$ cat src/rtl/mceb_pkg.sv
// Shared types and constants for the monochrome color expansion blitter.
package mceb_pkg;

  localparam int unsigned VramAddrBitsDefault = 20;
  localparam int unsigned BytesPerPixel = 2;
  localparam int unsigned OutAddrW = 20;
  localparam int unsigned ColorW = 16;
  localparam int unsigned GeomW = 16;
  localparam int unsigned StartW = 20;
  localparam int unsigned WordW = 32;
  localparam int unsigned CfgIdxW = 3;
  localparam int unsigned CfgDataW = 20;

  typedef enum logic [CfgIdxW-1:0] {
    REG_FG_COLOR   = 3'd0,
    REG_ROW_BYTES  = 3'd1,
    REG_ROWS       = 3'd2,
    REG_STRIDE     = 3'd3,
    REG_DEST_START = 3'd4
  } reg_idx_t;

  localparam logic OP_START = 1'b0;
  localparam logic OP_WORD  = 1'b1;

  typedef struct packed {
    logic [ColorW-1:0] fg_color;
    logic [GeomW-1:0]  row_bytes_minus_one;
    logic [GeomW-1:0]  rows_minus_one;
    logic [GeomW-1:0]  dest_stride;
    logic [StartW-1:0] dest_start;
  } cfg_t;

  typedef struct packed {
    logic [OutAddrW-1:0] pixel_address;
    logic                write_enable;
    logic                row_done;
    logic                busy_res;
    logic                last;
  } pix_t;

endpackage

$ cat src/rtl/mono_to_color_expansion_blit.sv
// Top level of the transparent monochrome to 16-bit color expansion blitter.
// A start transaction gives no result.
// A source word gives a pixel per cycle unless output stalls, via one shared address adder.
// The first pixel reaches the output register after the engine has entered its run state.
// The input is not ready while a word is being expanded.
// Synchronous active-low reset clears the configuration and control registers and idles.
module mono_to_color_expansion_blit #(
  parameter int unsigned VRAM_ADDR_BITS = mceb_pkg::VramAddrBitsDefault
) (
  input  logic                            clk,
  input  logic                            rst_n,
  input  logic                            cfg_valid,
  output logic                            cfg_ready,
  input  logic [mceb_pkg::CfgIdxW-1:0]    cfg_index,
  input  logic [mceb_pkg::CfgDataW-1:0]   cfg_data,
  input  logic                            in_valid,
  output logic                            in_ready,
  input  logic                            in_operation,
  input  logic [mceb_pkg::WordW-1:0]      in_source_word,
  output logic                            out_valid,
  input  logic                            out_ready,
  output logic [mceb_pkg::OutAddrW-1:0]   out_pixel_address,
  output logic [mceb_pkg::ColorW-1:0]     out_pixel_color,
  output logic                            out_write_enable,
  output logic                            out_row_done,
  output logic                            out_busy_res,
  output logic                            out_last
);
  import mceb_pkg::*;

  cfg_t              cfg;
  pix_t              res;
  logic              res_valid;
  logic              res_ready;
  logic              out_valid_r;
  pix_t              out_pix_r;
  logic [ColorW-1:0] out_color_r;

  assign cfg_ready = 1'b1;

  mceb_cfg u_cfg (
    .clk      (clk),
    .rst_n    (rst_n),
    .wr_en    (cfg_valid),
    .wr_index (cfg_index),
    .wr_data  (cfg_data),
    .cfg      (cfg)
  );

  mceb_engine #(
    .VRAM_ADDR_BITS (VRAM_ADDR_BITS)
  ) u_engine (
    .clk            (clk),
    .rst_n          (rst_n),
    .cfg            (cfg),
    .in_valid       (in_valid),
    .in_ready       (in_ready),
    .in_operation   (in_operation),
    .in_source_word (in_source_word),
    .res_valid      (res_valid),
    .res_ready      (res_ready),
    .res            (res)
  );

  assign res_ready = !out_valid_r || out_ready;

  always_ff @(posedge clk) begin
    if (!rst_n) begin
      out_valid_r <= 1'b0;
    end else if (res_ready) begin
      out_valid_r <= res_valid;
    end
    if (res_ready && res_valid) begin
      out_pix_r   <= res;
      out_color_r <= cfg.fg_color;
    end
  end

  assign out_valid         = out_valid_r;
  assign out_pixel_address = out_pix_r.pixel_address;
  assign out_pixel_color   = out_color_r;
  assign out_write_enable  = out_pix_r.write_enable;
  assign out_row_done      = out_pix_r.row_done;
  assign out_busy_res      = out_pix_r.busy_res;
  assign out_last          = out_pix_r.last;

  a_idle_busy_clear_is_last: assert property (
    @(posedge clk) disable iff (!rst_n) (out_valid && !out_busy_res) |-> out_last
  ) else $error("busy cleared on a pixel that is not the last of its word");

  a_ready_only_after_last: assert property (
    @(posedge clk) disable iff (!rst_n) (in_ready && out_valid) |-> out_last
  ) else $error("input ready while a word still has pixels pending");

  a_busy_clear_ends_row: assert property (
    @(posedge clk) disable iff (!rst_n) (out_valid && !out_busy_res) |-> out_row_done
  ) else $error("busy cleared away from a row end");

endmodule

$ cat src/rtl/mceb_cfg.sv
// Configuration register file of the color expansion blitter.
module mceb_cfg (
  input  logic                          clk,
  input  logic                          rst_n,
  input  logic                          wr_en,
  input  logic [mceb_pkg::CfgIdxW-1:0]  wr_index,
  input  logic [mceb_pkg::CfgDataW-1:0] wr_data,
  output mceb_pkg::cfg_t                cfg
);
  import mceb_pkg::*;

  cfg_t cfg_r;

  always_ff @(posedge clk) begin
    if (!rst_n) begin
      cfg_r <= '0;
    end else if (wr_en) begin
      case (wr_index)
        REG_FG_COLOR:   cfg_r.fg_color <= wr_data[ColorW-1:0];
        REG_ROW_BYTES:  cfg_r.row_bytes_minus_one <= wr_data[GeomW-1:0];
        REG_ROWS:       cfg_r.rows_minus_one <= wr_data[GeomW-1:0];
        REG_STRIDE:     cfg_r.dest_stride <= wr_data[GeomW-1:0];
        REG_DEST_START: cfg_r.dest_start <= wr_data[StartW-1:0];
        default: begin
        end
      endcase
    end
  end

  assign cfg = cfg_r;

endmodule

$ cat src/rtl/mceb_engine.sv
// Pixel sequencer with one shared address adder, one pixel per step.
module mceb_engine #(
  parameter int unsigned VRAM_ADDR_BITS = mceb_pkg::VramAddrBitsDefault
) (
  input  logic                        clk,
  input  logic                        rst_n,
  input  mceb_pkg::cfg_t              cfg,
  input  logic                        in_valid,
  output logic                        in_ready,
  input  logic                        in_operation,
  input  logic [mceb_pkg::WordW-1:0]  in_source_word,
  output logic                        res_valid,
  input  logic                        res_ready,
  output mceb_pkg::pix_t              res
);
  import mceb_pkg::*;

  localparam int unsigned AW = VRAM_ADDR_BITS;
  localparam int unsigned BlW = GeomW + 1;

  typedef enum logic {
    ST_IDLE,
    ST_RUN
  } state_t;

  state_t               state_r, state_nxt;
  logic [AW-1:0]        row_start_r, row_start_nxt;
  logic [AW-1:0]        ptr_r, ptr_nxt;
  logic [BlW-1:0]       bytes_left_r, bytes_left_nxt;
  logic [GeomW-1:0]     rows_left_r, rows_left_nxt;
  logic                 busy_r, busy_nxt;
  logic [WordW-1:0]     word_r, word_nxt;
  logic [1:0]           byte_idx_r, byte_idx_nxt;
  logic [2:0]           bit_idx_r, bit_idx_nxt;

  logic [7:0]           cur_byte;
  logic [BlW-1:0]       take;
  logic [BlW-1:0]       bl_after;
  logic                 row_end;
  logic                 byte_end;
  logic                 busy_after;
  logic                 last_pix;
  logic [AW-1:0]        add_a;
  logic [AW-1:0]        add_b;
  logic [AW-1:0]        add_sum;
  logic [AW-1:0]        start_addr;
  logic [AW-1:0]        stride_ext;
  logic [AW+OutAddrW-1:0] start_wide;
  logic [AW+GeomW-1:0]    stride_wide;
  logic [AW+OutAddrW-1:0] out_wide;
  logic                 step;

  assign start_wide  = {{AW{1'b0}}, cfg.dest_start};
  assign start_addr  = start_wide[AW-1:0];
  assign stride_wide = {{AW{1'b0}}, cfg.dest_stride};
  assign stride_ext  = stride_wide[AW-1:0];
  assign out_wide    = {{OutAddrW{1'b0}}, ptr_r};

  assign cur_byte = word_r[byte_idx_r*8 +: 8];
  assign take     = (bytes_left_r >= BlW'(BytesPerPixel)) ? BlW'(BytesPerPixel) : bytes_left_r;
  assign bl_after = bytes_left_r - take;
  assign row_end  = (bl_after == '0);
  assign byte_end = row_end || (bit_idx_r == 3'd0);
  assign busy_after = !(row_end && (rows_left_r == '0));
  assign last_pix = !busy_after || (byte_end && (byte_idx_r == 2'd3));

  assign add_a   = row_end ? row_start_r : ptr_r;
  assign add_b   = row_end ? stride_ext : AW'(BytesPerPixel);
  assign add_sum = add_a + add_b;

  assign in_ready  = (state_r == ST_IDLE);
  assign res_valid = (state_r == ST_RUN);
  assign step      = res_valid && res_ready;

  assign res.pixel_address = out_wide[OutAddrW-1:0];
  assign res.write_enable  = cur_byte[bit_idx_r];
  assign res.row_done      = row_end;
  assign res.busy_res      = busy_after;
  assign res.last          = last_pix;

  always_comb begin
    state_nxt      = state_r;
    row_start_nxt  = row_start_r;
    ptr_nxt        = ptr_r;
    bytes_left_nxt = bytes_left_r;
    rows_left_nxt  = rows_left_r;
    busy_nxt       = busy_r;
    word_nxt       = word_r;
    byte_idx_nxt   = byte_idx_r;
    bit_idx_nxt    = bit_idx_r;
    case (state_r)
      ST_IDLE: begin
        if (in_valid) begin
          if (in_operation == OP_START) begin
            row_start_nxt  = start_addr;
            ptr_nxt        = start_addr;
            bytes_left_nxt = {1'b0, cfg.row_bytes_minus_one} + BlW'(1);
            rows_left_nxt  = cfg.rows_minus_one;
            busy_nxt       = 1'b1;
          end else if (busy_r) begin
            word_nxt     = in_source_word;
            byte_idx_nxt = 2'd0;
            bit_idx_nxt  = 3'd7;
            state_nxt    = ST_RUN;
          end
        end
      end
      ST_RUN: begin
        if (step) begin
          if (row_end) begin
            row_start_nxt  = add_sum;
            ptr_nxt        = add_sum;
            bytes_left_nxt = {1'b0, cfg.row_bytes_minus_one} + BlW'(1);
            if (rows_left_r != '0) begin
              rows_left_nxt = rows_left_r - GeomW'(1);
            end
            busy_nxt = busy_after;
          end else begin
            ptr_nxt        = add_sum;
            bytes_left_nxt = bl_after;
          end
          if (byte_end) begin
            byte_idx_nxt = byte_idx_r + 2'd1;
            bit_idx_nxt  = 3'd7;
          end else begin
            bit_idx_nxt = bit_idx_r - 3'd1;
          end
          if (last_pix) begin
            state_nxt = ST_IDLE;
          end
        end
      end
      default: state_nxt = ST_IDLE;
    endcase
  end

  always_ff @(posedge clk) begin
    if (!rst_n) begin
      state_r      <= ST_IDLE;
      row_start_r  <= '0;
      ptr_r        <= '0;
      bytes_left_r <= '0;
      rows_left_r  <= '0;
      busy_r       <= 1'b0;
      byte_idx_r   <= '0;
      bit_idx_r    <= '0;
    end else begin
      state_r      <= state_nxt;
      row_start_r  <= row_start_nxt;
      ptr_r        <= ptr_nxt;
      bytes_left_r <= bytes_left_nxt;
      rows_left_r  <= rows_left_nxt;
      busy_r       <= busy_nxt;
      byte_idx_r   <= byte_idx_nxt;
      bit_idx_r    <= bit_idx_nxt;
    end
    word_r <= word_nxt;
  end

endmodule
$ cat config.mk
export PLATFORM = sky130hd
export DESIGN_NAME = mono_to_color_expansion_blit
export DESIGN_NICKNAME = d
export VERILOG_FILES = /design/src/rtl/mceb_pkg.sv /design/src/rtl/mono_to_color_expansion_blit.sv /design/src/rtl/mceb_cfg.sv /design/src/rtl/mceb_engine.sv
export SDC_FILE = /design/constraint.sdc
export NUM_CORES = 1
export LEC_CHECK = 0
export BUFFER_PORTS_ARGS = -buffer_cell sky130_fd_sc_hd__buf_2
export CAP_MARGIN = 0
export CORE_ASPECT_RATIO = 1.2
export CORE_MARGIN = 2
export CORE_UTILIZATION = 30
export CTS_CLUSTER_SIZE = 12
export DETAILED_ROUTE_END_ITERATION = 8
export MAX_ROUTING_LAYER = met4
export PLACE_DENSITY_LB_ADDON = 0.2
export SYNTH_ARGS = -nofsm -noshare
export SYNTH_HDL_FRONTEND = slang
export SYNTH_SLANG_ARGS = --single-unit
$ cat constraint.sdc
create_clock -name clk -period 7.77 [get_ports clk]
set_input_delay 1.1655 -clock clk [delete_from_list [all_inputs] [get_ports clk]]
set_output_delay 1.1655 -clock clk [all_outputs]
set_load 0.005 [all_outputs]
### Yosys cells after proc, flatten, opt, wreduce, memory -nomap -nowiden

Index checks and enable logic that the tools add are counted.

* flip-flop bits (word level): 237
* input bits: 61
* output and inout bits: 43
* logic and storage cells: 114

* add/subtract/negate cells: 6
* magnitude comparators: 2
* eq/ne operators: 13
* shifts and indexed selects: 1
* multiplexer cells: 46
* bitwise operators: 1
* reduce and logical (&&, ||, !) cells: 24

Operators by type and width (count)
* $mux W20: 6
* $mux W16: 6
* $mux W17: 5
* $pmux W20 S2: 2
* $pmux W17 S2: 1
* $pmux W16 S2: 1
* $shiftx A32 B6 Y8: 1
* $add A20 B20 Y20: 1
* $add A16 B1 Y17 const B: 1
* $ge A17 B2 Y1 const B: 1
* $logic_not A17 Y1: 1
* $sub A17 B17 Y17: 1
* $logic_not A16 Y1: 1
* $reduce_bool A16 Y1: 1
* $sub A16 B1 Y16 const B: 1
* $mux W3: 5
* $ne A2 B2 Y1 const B: 6
* $reduce_and A4 Y1: 3
* $mux W1: 10
* $mux W2: 5
* $reduce_and A2 Y1: 5
* $reduce_and A5 Y1: 2
* $eq A3 B2 Y1 const B: 2
* $logic_not A3 Y1: 2
* 16 further kinds: 23

### Depth between registers and ports, before layout

Gate-level depths: netlist of the first run.

* depth after elaboration: 10
* gate-level depth with buffers: 26
* mapped depth without buffers: 23

### Hierarchy

A second synthesis of the first run with hierarchy kept.

* cell total of the unflattened synthesis: 1166
* area, all modules: 11225.8 um2

Modules (own cells, without submodules)
* mceb_engine: times used 1, cells an instance 820, area an instance 6872.8 um2, seq. area each 2562.5 um2
* mceb_cfg: times used 1, cells an instance 299, area an instance 3083.0 um2, seq. area each 1681.6 um2
* mono_to_color_expansion_blit: times used 1, cells an instance 47, area an instance 1270.0 um2, seq. area each 1221.2 um2

### Least setup slack after synthesis of the first run

No wires, ideal clock.

* kind: flip-flop to flip-flop
* from: register u_engine.bytes_left_r[13]
* to: register u_engine.row_start_r[18]
* setup time: 74 ps
* data arrival time: 5855 ps
* required time: 7696 ps
* setup slack: 1841 ps
* cell stages (with the launch flop): 25
* buffers on the path: 2
* period minus slack after synthesis: 5929 ps
* cell sequence: dfxtp_1 or3_1 nand2b_1 nor4_1 or2_2 ha_1 or4_1 or3_1 and4bb_4 o211a_2 clkbuf_1 clkbuf_1 nand2_1 nand2_1 ha_1 inv_1 fa_1 nor2b_1 o31a_1 o221ai_1 a21oi_1 o2111a_1 nor2_1 or4b_1 a31oi_1

* cells in the longest elaborated chain, start to end: 9
* elaborated cells on any way between the ends: 12
* those cells by class: add/sub (2); order compare (1); eq/ne (1); mux (6); reduce/logical (2)

RTL lines
* start, declared: line mceb_engine.sv:29 `logic [BlW-1:0] bytes_left_r, bytes_left_nxt;`
* start signal, assigned: line mceb_engine.sv:151 `bytes_left_r <= bytes_left_nxt;`
* $ge A17 B2 Y1: line mceb_engine.sv:60 `assign take = (bytes_left_r >= BlW'(BytesPerPixel)) ? BlW'(BytesPerPixel) : bytes_left_r;`
* $mux W17: line mceb_engine.sv:60
* $sub A17 B17 Y17 *: line mceb_engine.sv:61 `assign bl_after = bytes_left_r - take;`
* $logic_not A17 Y1 *: line mceb_engine.sv:62 `assign row_end = (bl_after == '0);`
* $mux W20 or $mux W16 (tied branches): line mceb_engine.sv:67, mceb_engine.sv:68
* $add A20 B20 Y20: line mceb_engine.sv:69 `assign add_sum = add_a + add_b;`
* $mux W20: line mceb_engine.sv:110 `if (row_end) begin`
* $mux W20: line mceb_engine.sv:109 `if (step) begin`
* $pmux W20 S2: line mceb_engine.sv:91 `case (state_r)`
* end signal, assigned: line mceb_engine.sv:149 `row_start_r <= row_start_nxt;`
* end, declared: line mceb_engine.sv:27 `logic [AW-1:0] row_start_r, row_start_nxt;`

Every way passes the cells marked *; elsewhere a longest branch is shown, timed or not. The select of a mux whose other input is x is not followed.
A chain may end at the register's enable or synchronous reset.

### Worst setup path in the final report of the first run

* from: register u_engine.bytes_left_r[14]
* to: register u_engine.row_start_r[18]

Same word-level chain as after synthesis.

==> summary.md, run 1 <==
| Metric | Value |
|---|---|
| Setup TNS | `0 ns` |
| Yosys top cell by area | `dfxtp_1` |
| Crit-path max FO | `25` |
| Final hold violation count | `0` |
| Mapped Area | `0.01116 mm2` |
| Initial antenna violation count | `2` |
| Row Count | `77` |
| Number of I/O port buffers | `102` |
| Most frequent cells in the layout | `nand2_1 (259), dfxtp_1 (164), a21oi_1 (147)` |
| Place WS | `1.231 ns` |
| Fin nets | `1396` |
| Fin Hold WS | `0.4253 ns` |
| Setup Buffers After CTS | `0` |
| Die Ht | `215.2 um` |
| RSZ-0062 raised after global routing | `no` |
| Largest net degree at the start of global routing | `82` |
| CP Class | `flip-flop to flip-flop` |
| Fin area | `0.01294 mm2` |
| Hold WC Path Type | `flip-flop to flip-flop` |
| Htree depth | `1` |
| Yosys cell types | `87` |
| Clock transition at the registers of the reported paths | `0.06 ns` |
| Yosys warns | `0` |
| Pwr dens | `224.4 mW/mm2` |
| Wirelength, routed | `32.95 mm` |
| Synth Area in XOR/XNOR | `0.01963` |
| Die Area | `0.03875 mm2` |
| Area share of the largest cell type after synthesis | `0.2961` |
| Ys async rst share | `0` |
| Clk Tree Root Cell | `clkbuf_16` |
| DRC | `0` |
| DRT Pass-1 Iters | `5` |
| Cell count after placement | `1757` |
| Cell Chain, Critical Path | `or3_1 -> nand2b_1 -> nor4_1 -> or2_2 -> ha_1 -> or4_1 -> or3_1 -> and4bb_4 -> o211a_1 -> and2_1 -> ha_1 -> inv_1 -> fa_1 -> nor2b_1 -> o31a_1 -> o221ai_1 -> a21oi_1 -> o2111a_1 -> nor2_1 -> or4b_1 -> a31oi_1` |
| Seq/Total Area, Yosys | `0.4899` |
| Final Core Density | `0.3516` |
| Max-Cap Viols | `0` |
| Fmax | `152.8 MHz` |
| CP startpoint kind | `flip-flop` |
| DR vias | `9322` |
| DP Area | `0.01204 mm2` |
| DR iter-0 viols | `633` |
| CTS tree | `built` |
| Avg Cell Area, Syn | `8.946 um2` |
| Fin. max-slew vios | `0` |
| PostCTS Resize Cnt | `0` |
| Vias per cell | `5.153` |
| Largest family of logic cells by synthesized area | `simple AND/OR/NAND/NOR gates` |
| Clock Tree Buf Depth | `3` |
| Post-Synth Simple-Gate Area | `0.2024` |
| Fin Clk Skew | `0.02213 ns` |
| CP max-delay cell | `o211a_1` |
| Main flop type after synthesis | `dfxtp_1` |
| Fin crit period | `6.545 ns` |
| Crit path DAT | `7.02 ns` |
| Complex-gate fraction of the synthesized area | `0.1913` |
| Top Family by Delay on Critical Path | `simple AND/OR/NAND/NOR gates` |
| Routed len/inst | `18.22 um` |
| Fin crit share | `0.8424` |
| Worst ir drop on vdd | `0.1582 mV` |
| Cts hold-fix bufs | `0` |
| Later-pin clock latency in the skew report | `0.56 ns` |
| Tot GR Track Use | `0.1711` |
| Die X | `180.0 um` |
| Status | `finished, final reports clean` |
| IO Count | `104` |
| Core area | `0.03680 mm2` |
| Crit path largest cell delay | `0.62 ns` |
| Mapped Cells | `1247` |
| Mux share of post-synthesis cell area | `0.03365` |
| Top cells by area, synth | `dfxtp_1 (30%), edfxtp_1 (19%), nand2_1 (8.7%), a21oi_1 (6.6%), o21ai_0 (2.6%)` |
| Bufs and invs on worst path | `1` |
| Total gr overflow | `0` |
| Post-DRT Antenna Nets | `0` |
| Final setup margin | `1.225 ns` |
| Post-Layout Cell Count | `1809` |
| Final HPWL DP | `22.23 mm` |
| Yosys reg bits | `237` |
| Clock Sinks | `237` |
| Synth Area in Adders | `0.02647` |
| RD Place Congestion | `0.8553` |
| EDFF count, synth | `72` |
| Initial Util | `0.3031` |
| First-pass GRT wire length | `51.42 mm` |
| Setup crit end kind | `flip-flop` |
| Worst Max-Slew Pin Slew | `1.252 ns` |
| Data required, critical path | `8.24 ns` |
| Commonest non-fill, non-tap cell in the layout | `nand2_1` |
| CTS buffer count | `27` |
| Final setup vio count | `0` |
| Leakage power | `4.704 nW` |
| Ratio of cells with drive above 1 in the final layout | `0.1425` |
| Synth-to-layout area growth | `15.98%` |
| Vias in the first global route | `8821` |
| Max transition margin | `0.1623` |
| Total power | `2.904 mW` |
## flip-flops by register name, summed over array words and instances (netlist names)
register and flops:
out_busy_res 1, u_engine.res_valid 1, out_row_done 1, out_pixel_address 20
out_last 1, u_engine.ptr_r 20, out_valid 1, u_cfg.cfg 84
u_engine.bytes_left_r 17, out_pixel_color 16, u_engine.rows_left_r 16, u_engine.busy_r 1
u_engine.byte_idx_r 2, u_engine.row_start_r 20, u_engine.word_r 32, u_engine.bit_idx_r 3
out_write_enable 1
## per-layer routing
| layer | share of wire | global-route usage | vias up |
|---|---|---|---|
| li1 | - | - | 4621 |
| met1 | 0.48 | 0.2306 | 4489 |
| met2 | 0.46 | 0.2705 | 171 |
| met3 | 0.038 | 0.02186 | 41 |
| met4 | 0.019 | 0.04866 | 0 |
| met5 | 0 | - | - |
## path summary, 6_finish.rpt
path	startpoint	end	slack [ns]	depth (start not counted)
max	u_engine.bytes_left_r[14]$_SDFFE_PN0P_	u_engine.row_start_r[18]$_SDFFE_PN0P_	1.22	21
min	u_cfg.cfg[73]$_SDFFE_PN0P_	out_pixel_color[5]$_DFFE_PP_	0.43	0
max reg2reg	u_engine.bytes_left_r[14]$_SDFFE_PN0P_	u_engine.row_start_r[18]$_SDFFE_PN0P_	1.22	21
min reg2reg	u_cfg.cfg[73]$_SDFFE_PN0P_	out_pixel_color[5]$_DFFE_PP_	0.43	0
## cell families (layout without fill, tap and decap cells)
logic type	Yosys count	count (layout)
xor gates and xnor gates	25	25
DFF	237	237
other	1	4
and+or+nand+nor	492	492
muxes	24	24
buffers and inverters	104	189
AOI/OAI and AO/OA	341	341
adders and majority gates	23	23
## worst reg2reg max path, stage by stage (launching register included)
cell	delay, ns
dfxtp_1	0.38
or3_1	0.43
nand2b_1	0.22
nor4_1	0.45
or2_2	0.21
ha_1	0.24
or4_1	0.38
or3_1	0.32
and4bb_4	0.38
o211a_1	0.62
and2_1	0.24
ha_1	0.19
inv_1	0.06
fa_1	0.38
nor2b_1	0.21
o31a_1	0.20
o221ai_1	0.19
a21oi_1	0.30
o2111a_1	0.32
nor2_1	0.11
or4b_1	0.50
a31oi_1	0.16
## report_power, final
group          internal, mW  leakage (nW)  total, mW  switching, mW
registers              1.31          1.97       1.34         0.0246
clock network         0.768         0.436       1.29          0.524
logic                0.0954          2.30      0.276          0.181
## cell type report
cell class,count,area [um2]
fill,3873,23860
sequential,237,5466
multi-input combinational,907,5295
clock buffer,37,743.2
tap,474,593.1
timing repair buffer,112,585.6
clock inverter,13,146.4
inverter,27,103.9
antenna,2,5.005
## synthesized netlist by cell type, types with 5 or more instances
library cell  number
o31a_1             6
or4_1              5
nand4_1            6
ha_1              22
nand2_1          260
or2_2              6
nand2b_1          10
o21ai_0           59
xor2_1            12
and2_1            18
a31oi_1           15
xnor2_1           13
a21oi_1          147
clkbuf_1          69
and3_1             9
nor3_1            31
a32oi_1            7
dfxtp_1          165
nor2b_1            8
a22oi_1            5
nand3_1           22
nor4_1            10
o21a_1            12
o211ai_1           9
inv_1             25
a211oi_1          19
edfxtp_1          72
or3_1             13
nor2_1            72
mux4_2            10
a21o_1             6
mux2i_1            9
Power figures use the tool's default switching activity.
==> run 2: changes to the inputs <==
==> constraint.sdc (replaced) <==
create_clock -name clk -period 5.4 [get_ports clk]
set_input_delay 0.81 -clock clk [delete_from_list [all_inputs] [get_ports clk]]
set_output_delay 0.81 -clock clk [all_outputs]
set_load 0.005 [all_outputs]
==> summary.md, run 2 (synthesis gave the netlist of run 1 again) <==
| Metric | Value |
|---|---|
| Number of I/O port buffers | `102 (unchanged)` |
| CP max-delay cell | `or3_4` |
| Cell count after placement | `1791 (+1.9%)` |
| Total gr overflow | `0 (unchanged)` |
| DR iter-0 viols | `646 (+2.1%)` |
| DRT Pass-1 Iters | `5 (unchanged)` |
| Hold WC Path Type | `flip-flop to flip-flop` |
| Routed len/inst | `18.11 um (-0.57%)` |
| Largest net degree at the start of global routing | `82 (unchanged)` |
| CP Class | `flip-flop to flip-flop` |
| First-pass GRT wire length | `52.06 mm (+1.2%)` |
| Clock Sinks | `237 (unchanged)` |
| Clock transition at the registers of the reported paths | `0.06 ns (about the same)` |
| CP startpoint kind | `flip-flop` |
| Post-Layout Cell Count | `1853 (+2.4%)` |
| Final setup margin | `0.1696 ns (-1.055 ns)` |
| Initial antenna violation count | `4 (+2)` |
| Worst Max-Slew Pin Slew | `1.018 ns (-0.2340 ns)` |
| Tot GR Track Use | `0.1723 (+0.001237)` |
| Die Ht | `215.2 um (unchanged)` |
| Pwr dens | `309.2 mW/mm2 (+38%)` |
| Combinational Power Share | `0.108 (+0.013)` |
| Commonest non-fill, non-tap cell in the layout | `nand2_1` |
| Clock Tree Buf Depth | `3 (unchanged)` |
| Post-DRT Antenna Nets | `0 (unchanged)` |
| Met1 wire length | `15.96 mm (+1.2%)` |
| Max FFs per register | `84 (unchanged)` |
| Data required, critical path | `5.88 ns (-2.36 ns)` |
| CTS buffer count | `27 (unchanged)` |
| RD Place Congestion | `0.8556 (about the same)` |
| Clk Tree Root Cell | `clkbuf_16` |
| CTS tree | `built` |
| Vias in the first global route | `8877 (+0.63%)` |
| Part of the power in registers | `0.461 (about the same)` |
| Status | `finished, final reports clean` |
| Synth-to-layout area growth | `20.58%` |
| Most frequent cells in the layout | `nand2_1 (258), dfxtp_1 (162), a21oi_1 (146)` |
| Final Core Density | `0.3655 (+0.01394)` |
| Fin. max-slew vios | `0 (unchanged)` |
| Sw Ratio | `0.2593 (+0.008119)` |
| Fin crit share | `0.9686 (+0.1262)` |
| DP Area | `0.01239 mm2 (+2.9%)` |
| Max-Cap Viols | `0 (unchanged)` |
| Max layer used | `met4` |
| Met2 WL | `15.56 mm (+1.6%)` |
| Top Family by Delay on Critical Path | `simple AND/OR/NAND/NOR gates` |
| Crit-path max FO | `11 (-56%)` |
| Crit path largest cell delay | `0.38 ns (-0.24 ns)` |
| DR vias | `9457 (+1.4%)` |
| Final HPWL DP | `22.49 mm (+1.1%)` |
| Bufs and invs on worst path | `3 (+2)` |
| Later-pin clock latency in the skew report | `0.57 ns (about the same)` |
| Fin Clk Skew | `0.01915 ns (-0.002980 ns)` |
| Place WS | `-0.06739 ns (-1.298 ns)` |
| Row Count | `77 (unchanged)` |
| Fin crit period | `5.230 ns (-1.315 ns)` |
| Fin nets | `1438 (+3.0%)` |
| Met3 WL post-DR | `1.463 mm (+18%)` |
| Die Area | `0.03875 mm2 (unchanged)` |
| Cell Chain, Critical Path | `or3_4 -> nand2b_4 -> nor4_4 -> or2_4 -> ha_4 -> or4_1 -> or3_1 -> and4bb_4 -> o211ai_4 -> buf_6 -> nand2_1 -> nand2_1 -> ha_4 -> or2_2 -> o31a_1 -> a2111oi_4 -> buf_4 -> o31a_1 -> buf_12 -> or3_1 -> a21o_1 -> a31oi_1` |
| Clock power frac | `0.430 (-0.015)` |
| Final setup vio count | `0 (unchanged)` |
| Crit path DAT | `5.71 ns (-1.31 ns)` |
| Fin area | `0.01345 mm2 (+4.0%)` |
| Vias per cell | `5.104 (-0.96%)` |
| Switch Pwr | `1.078 mW (+48%)` |
| Initial Util | `0.3031 (unchanged)` |
| Max transition margin | `0.3195 (+0.1572)` |
| Htree depth | `1 (unchanged)` |
| Ratio of cells with drive above 1 in the final layout | `0.1869 (+0.04437)` |
| Leakage power | `4.917 nW (+4.5%)` |
| Wirelength, routed | `33.56 mm (+1.9%)` |
| DRC | `0 (unchanged)` |
| Fmax | `191.2 MHz (+25%)` |
| Total power | `4.159 mW (+43%)` |
| Setup crit end kind | `flip-flop` |
| Die X | `180.0 um (unchanged)` |
| Final hold violation count | `0 (unchanged)` |
| Core area | `0.03680 mm2 (unchanged)` |
| P_int | `3.080 mW (+42%)` |
| IO Count | `104 (unchanged)` |
| Worst ir drop on vdd | `0.2267 mV (+43%)` |
## run 2: what timing repair did
item,in CTS,in global routing
pin swaps,1,15
buffers inserted,0,8
gates resized for setup,2,34
hold buffers,0,0
setup endpoints to repair,2,13
## run 2: final cells by class
type / count / area, um2
Clock inverter: 14 / 138.9
Inverter: 27 / 103.9
Tap cell: 474 / 593.1
Multi-Input combinational cell: 907 / 5478
Sequential cell: 237 / 5469
Clock buffer: 36 / 709.4
Timing Repair Buffer: 154 / 949.7
Antenna cell: 4 / 10.01
Fill cell: 3859 / 23350
## run 2: metal layers
metal,track usage,vias up
met2,0.2743,167
met4,0.04382,0
met1,0.2300,4553
met3,0.02644,40
li1,-,4697
met5,-,-
## run 2: per-stage QoR
step / TNS [ns] / hold slack (ns)
after floorplan: 0 / 0.4081
after global placement: 0 / 0.4111
after detailed placement: -0.08292 / 0.4146
after CTS: 0 / 0.4009
after global routing: -0.05086 / 0.4090
final: 0 / 0.4224
## run 2: worst reg2reg max path, stage by stage, from the launching register on
cell	delay, ns
dfxtp_2	0.32
or3_4	0.38
nand2b_4	0.17
nor4_4	0.28
or2_4	0.18
ha_4	0.20
or4_1	0.38
or3_1	0.32
and4bb_4	0.37
o211ai_4	0.15
buf_6	0.19
nand2_1	0.07
nand2_1	0.11
ha_4	0.29
or2_2	0.11
o31a_1	0.25
a2111oi_4	0.11
buf_4	0.15
o31a_1	0.31
buf_12	0.15
or3_1	0.35
a21o_1	0.18
a31oi_1	0.15
## run 2: power groups by stage
| stage | logic [mW] | registers (mW) | clock network (mW) |
|---|---|---|---|
| final | 0.451 | 1.92 | 1.79 |
| after global routing | 0.498 | 1.92 | 1.91 |
| after CTS | 0.436 | 1.92 | 1.85 |
| after detailed placement | 0.432 | 1.96 | 0 |
| after global placement | 0.431 | 1.96 | 0 |
| after floorplan | 0.276 | 1.95 | 0 |
## run 2: worst paths after layout
check	from	endpoint	slack [ns]	depth (start not counted)
max	u_engine.bytes_left_r[13]$_SDFFE_PN0P_	u_engine.ptr_r[19]$_SDFFE_PN0P_	0.17	22
min	u_cfg.cfg[71]$_SDFFE_PN0P_	out_pixel_color[3]$_DFFE_PP_	0.42	0
max reg2reg	u_engine.bytes_left_r[13]$_SDFFE_PN0P_	u_engine.ptr_r[19]$_SDFFE_PN0P_	0.17	22
min reg2reg	u_cfg.cfg[71]$_SDFFE_PN0P_	out_pixel_color[3]$_DFFE_PP_	0.42	0
==> run 3: changes to the inputs <==
--- a/config.mk
+++ b/config.mk
@@ -5,6 +5,7 @@
 export SDC_FILE = /design/constraint.sdc
 export NUM_CORES = 1
 export LEC_CHECK = 0
+export ABC_AREA = 1
 export BUFFER_PORTS_ARGS = -buffer_cell sky130_fd_sc_hd__buf_2
 export CAP_MARGIN = 0
 export CORE_ASPECT_RATIO = 1.2
==> summary.md, run 3 <==
| Metric | Value |
|---|---|
| Most frequent cells in the layout | `nor2_1 (212), o21ai_0 (182), dfxtp_1 (157)` |
| CP Class | `flip-flop to flip-flop` |
| Crit path largest cell delay | `0.35 ns (-0.03 ns)` |
| Final setup margin | `0.6546 ns (+0.4849 ns)` |
| Max-Cap Viols | `0 (unchanged)` |
| Tot GR Track Use | `0.1699 (-0.002412)` |
| Mapped Cells | `1349 (+8.2%)` |
| Most common cell in the netlist | `nor2_1` |
| RD Place Congestion | `0.8363 (-2.3%)` |
| Mapped Area | `0.01097 mm2 (-1.7%)` |
| Total gr overflow | `0 (unchanged)` |
| Seq/Total Area, Yosys | `0.4982 (+0.008326)` |
| First-pass GRT wire length | `49.31 mm (-5.3%)` |
| DR iter-0 viols | `455 (-30%)` |
| Ratio of cells with drive above 1 in the final layout | `0.1451 (-0.04179)` |
| Crit path DAT | `5.19 ns (-0.52 ns)` |
| Clock transition at the registers of the reported paths | `0.06 ns (about the same)` |
| Row Count | `76 (-1.3%)` |
| Number of I/O port buffers | `102 (unchanged)` |
| Yosys cell types | `50 (-43%)` |
| Avg Cell Area, Syn | `8.131 um2 (-9.1%)` |
| Max transition margin | `0.2741 (-0.04536)` |
| Pwr dens | `342.2 mW/mm2 (+11%)` |
| Clock power frac | `0.423 (-0.007)` |
| Vias in the first global route | `8835 (-0.47%)` |
| Fin crit period | `4.745 ns (-0.4849 ns)` |
| Fin. max-slew vios | `0 (unchanged)` |
| IO Count | `104 (unchanged)` |
| Fin nets | `1518 (+5.6%)` |
| P_int | `3.241 mW (+5.2%)` |
| Die X | `178.6 um (-0.82%)` |
| Leakage power | `5.336 nW (+8.5%)` |
| Cell count after placement | `1870 (+4.4%)` |
| Final hold violation count | `0 (unchanged)` |
| Clk Tree Root Cell | `clkbuf_16` |
| Fin Clk Skew | `0.01741 ns (-0.001739 ns)` |
| Yosys reg bits | `237 (unchanged)` |
| Core area | `0.03594 mm2 (-2.3%)` |
| Wirelength, routed | `30.69 mm (-8.6%)` |
| Routed len/inst | `15.96 um (-12%)` |
| Max FFs per register | `84 (unchanged)` |
| Top cells by area, synth | `dfxtp_1 (30%), edfxtp_1 (20%), o21ai_0 (8.4%), nor2_1 (7.4%), inv_1 (5.1%)` |
| Part of the power in registers | `0.448 (-0.013)` |
| Crit path top cell by count | `nand2_1` |
| DRC | `0 (unchanged)` |
| Fmax | `210.7 MHz (+10%)` |
| Area share of the largest cell type after synthesis | `0.3011 (+0.005032)` |
| Die Area | `0.03812 mm2 (-1.6%)` |
| Combinational Power Share | `0.129 (+0.021)` |
| Ys async rst share | `0 (unchanged)` |
| Clock Tree Buf Depth | `3 (unchanged)` |
| CP max-delay cell | `fa_1` |
| Main flop type after synthesis | `dfxtp_1` |
| Htree depth | `1 (unchanged)` |
| Post-Layout Cell Count | `1923 (+3.8%)` |
| Worst ir drop on vdd | `0.2398 mV (+5.8%)` |
| Initial Util | `0.3052 (+0.002052)` |
| Worst Max-Slew Pin Slew | `1.088 ns (+0.06969 ns)` |
| RSZ-0062 raised after global routing | `no` |
| Synth top cells by count | `nor2_1 (215), o21ai_0 (185), dfxtp_1 (165)` |
| Setup crit end kind | `flip-flop` |
| CP startpoint kind | `flip-flop` |
| Vias per cell | `4.745 (-7.0%)` |
| Yosys top cell by area | `dfxtp_1` |
| CTS tree | `built` |
| Post-DRT Antenna Nets | `0 (unchanged)` |
| Crit-path max FO | `33 (+22)` |
| Switch Pwr | `1.178 mW (+9.2%)` |
| Data required, critical path | `5.84 ns (-0.04 ns)` |
| Fin crit share | `0.8788 (-0.08980)` |
| EDFF count, synth | `72 (unchanged)` |
| Initial antenna violation count | `1 (-3)` |
| Die Ht | `213.5 um (-0.82%)` |
| Final setup vio count | `0 (unchanged)` |
| Commonest non-fill, non-tap cell in the layout | `nor2_1` |
| CTS buffer count | `27 (unchanged)` |
| DR vias | `9124 (-3.5%)` |
| Largest net degree at the start of global routing | `106 (+29%)` |
| Later-pin clock latency in the skew report | `0.55 ns (-0.02 ns)` |
| Final HPWL DP | `20.97 mm (-6.7%)` |
| Sw Ratio | `0.2666 (+0.007238)` |
| DRT Pass-1 Iters | `5 (unchanged)` |
| Clock Sinks | `237 (unchanged)` |
| Synth-to-layout area growth | `17.71%` |
| Setup TNS | `0 ns (unchanged)` |
| Hold WC Path Type | `flip-flop to flip-flop` |
| Place WS | `0.3127 ns (+0.3800 ns)` |
| Status | `finished, final reports clean` |
| Yosys warns | `0 (unchanged)` |
-- run 3: cell count changes after synthesis, moves of 20 or more --
cell	previous run	this run
o21ai_0	59	185
a21oi_1	147	104
nor3_1	31	10
nor2_1	72	215
inv_1	25	150
clkbuf_1	69	49
nand3_1	22	49
nand2_1	260	145
-- run 3: power groups by stage --
stage          Sequential (mW)  Combinational (mW)  Clock (mW)
2_1_floorplan             2.00               0.401           0
3_3_place_gp              2.01               0.560           0
3_5_place_dp              2.02               0.561           0
4_1_cts                   1.98               0.564        1.93
5_1_grt                   1.99               0.649        2.00
6_report                  1.98               0.569        1.87
-- run 3: cell families (layout without fill, tap and decap cells) --
group,Yosys count,after routing,synth area share
DFF,237,237,0.4982
AOI/OAI and AO/OA,369,369,0.1843
xor gates and xnor gates,36,36,0.02874
other,1,3,0.0003419
adders and majority gates,23,23,0.02692
buffers and inverters,220,324,0.07802
and+or+nand+nor,456,456,0.1763
muxes,7,7,0.007072
-- run 3: final timing paths --
| path | slack, ns | cells after the start | from | endpoint |
|---|---|---|---|---|
| worst min-delay path | 0.42 | 0 | u_cfg.cfg[77]$_SDFFE_PN0P_ | out_pixel_color[9]$_DFFE_PP_ |
| worst max register to register | 0.65 | 36 | u_engine.bytes_left_r[13]$_SDFFE_PN0P_ | u_engine.ptr_r[12]$_SDFFE_PN0P_ |
| worst max-delay path | 0.65 | 36 | u_engine.bytes_left_r[13]$_SDFFE_PN0P_ | u_engine.ptr_r[12]$_SDFFE_PN0P_ |
| worst min register to register | 0.42 | 0 | u_cfg.cfg[77]$_SDFFE_PN0P_ | out_pixel_color[9]$_DFFE_PP_ |
-- run 3: final cells by class --
cell class / instances / area, um2
Timing Repair Buffer: 119 / 648.1
Sequential cell: 237 / 5475
Fill cell: 3802 / 23030
Clock buffer: 41 / 809.5
Antenna cell: 1 / 2.502
Tap cell: 468 / 585.6
Clock inverter: 8 / 93.84
Multi-Input combinational cell: 893 / 4712
Inverter: 156 / 585.6
-- run 3: worst max-delay path, delay by kind of cell, from the launching register on --
kind / cells / cell delay (ns)
XOR/XNOR: 2 / 0.29
AND/OR/NAND/NOR: 19 / 1.86
flip-flops: 1 / 0.34
AO/OA/AOI/OAI: 6 / 0.79
adder cells (fa/ha/maj): 3 / 0.74
buffers and inverters: 6 / 0.61
-- run 3: metrics by stage --
| step | utilization | cell area, um2 | hold slack (ns) | total power, mW |
|---|---|---|---|---|
| global route | 0.3592 | 12910 | 0.4136 | 4.637 |
| detailed placement | 0.3319 | 11930 | 0.4097 | 2.577 |
| floorplan | - | 10970 | 0.4030 | 2.398 |
| CTS | 0.3570 | 12830 | 0.4105 | 4.472 |
| global placement | 0.3319 | 11930 | 0.4082 | 2.575 |
| finish | 0.3592 | 12910 | 0.4176 | 4.419 |
-- run 3: timing repair --
item	4_1_cts	5_1_grt
resized for setup	0	20
buffers inserted	0	3
endpoints found under the setup margin	0	13
hold buffers	0	0
-- run 3: routing by layer --
| layer | vias to the layer above | global-route usage | share of wire | wire length [um] |
|---|---|---|---|---|
| li1 | 4697 | - | - | - |
| met1 | 4224 | 0.2079 | 0.44 | 13570 |
| met2 | 157 | 0.2880 | 0.49 | 15020 |
| met3 | 46 | 0.02535 | 0.042 | 1287 |
| met4 | 0 | 0.05411 | 0.027 | 822 |
| met5 | - | - | 0 | 0 |
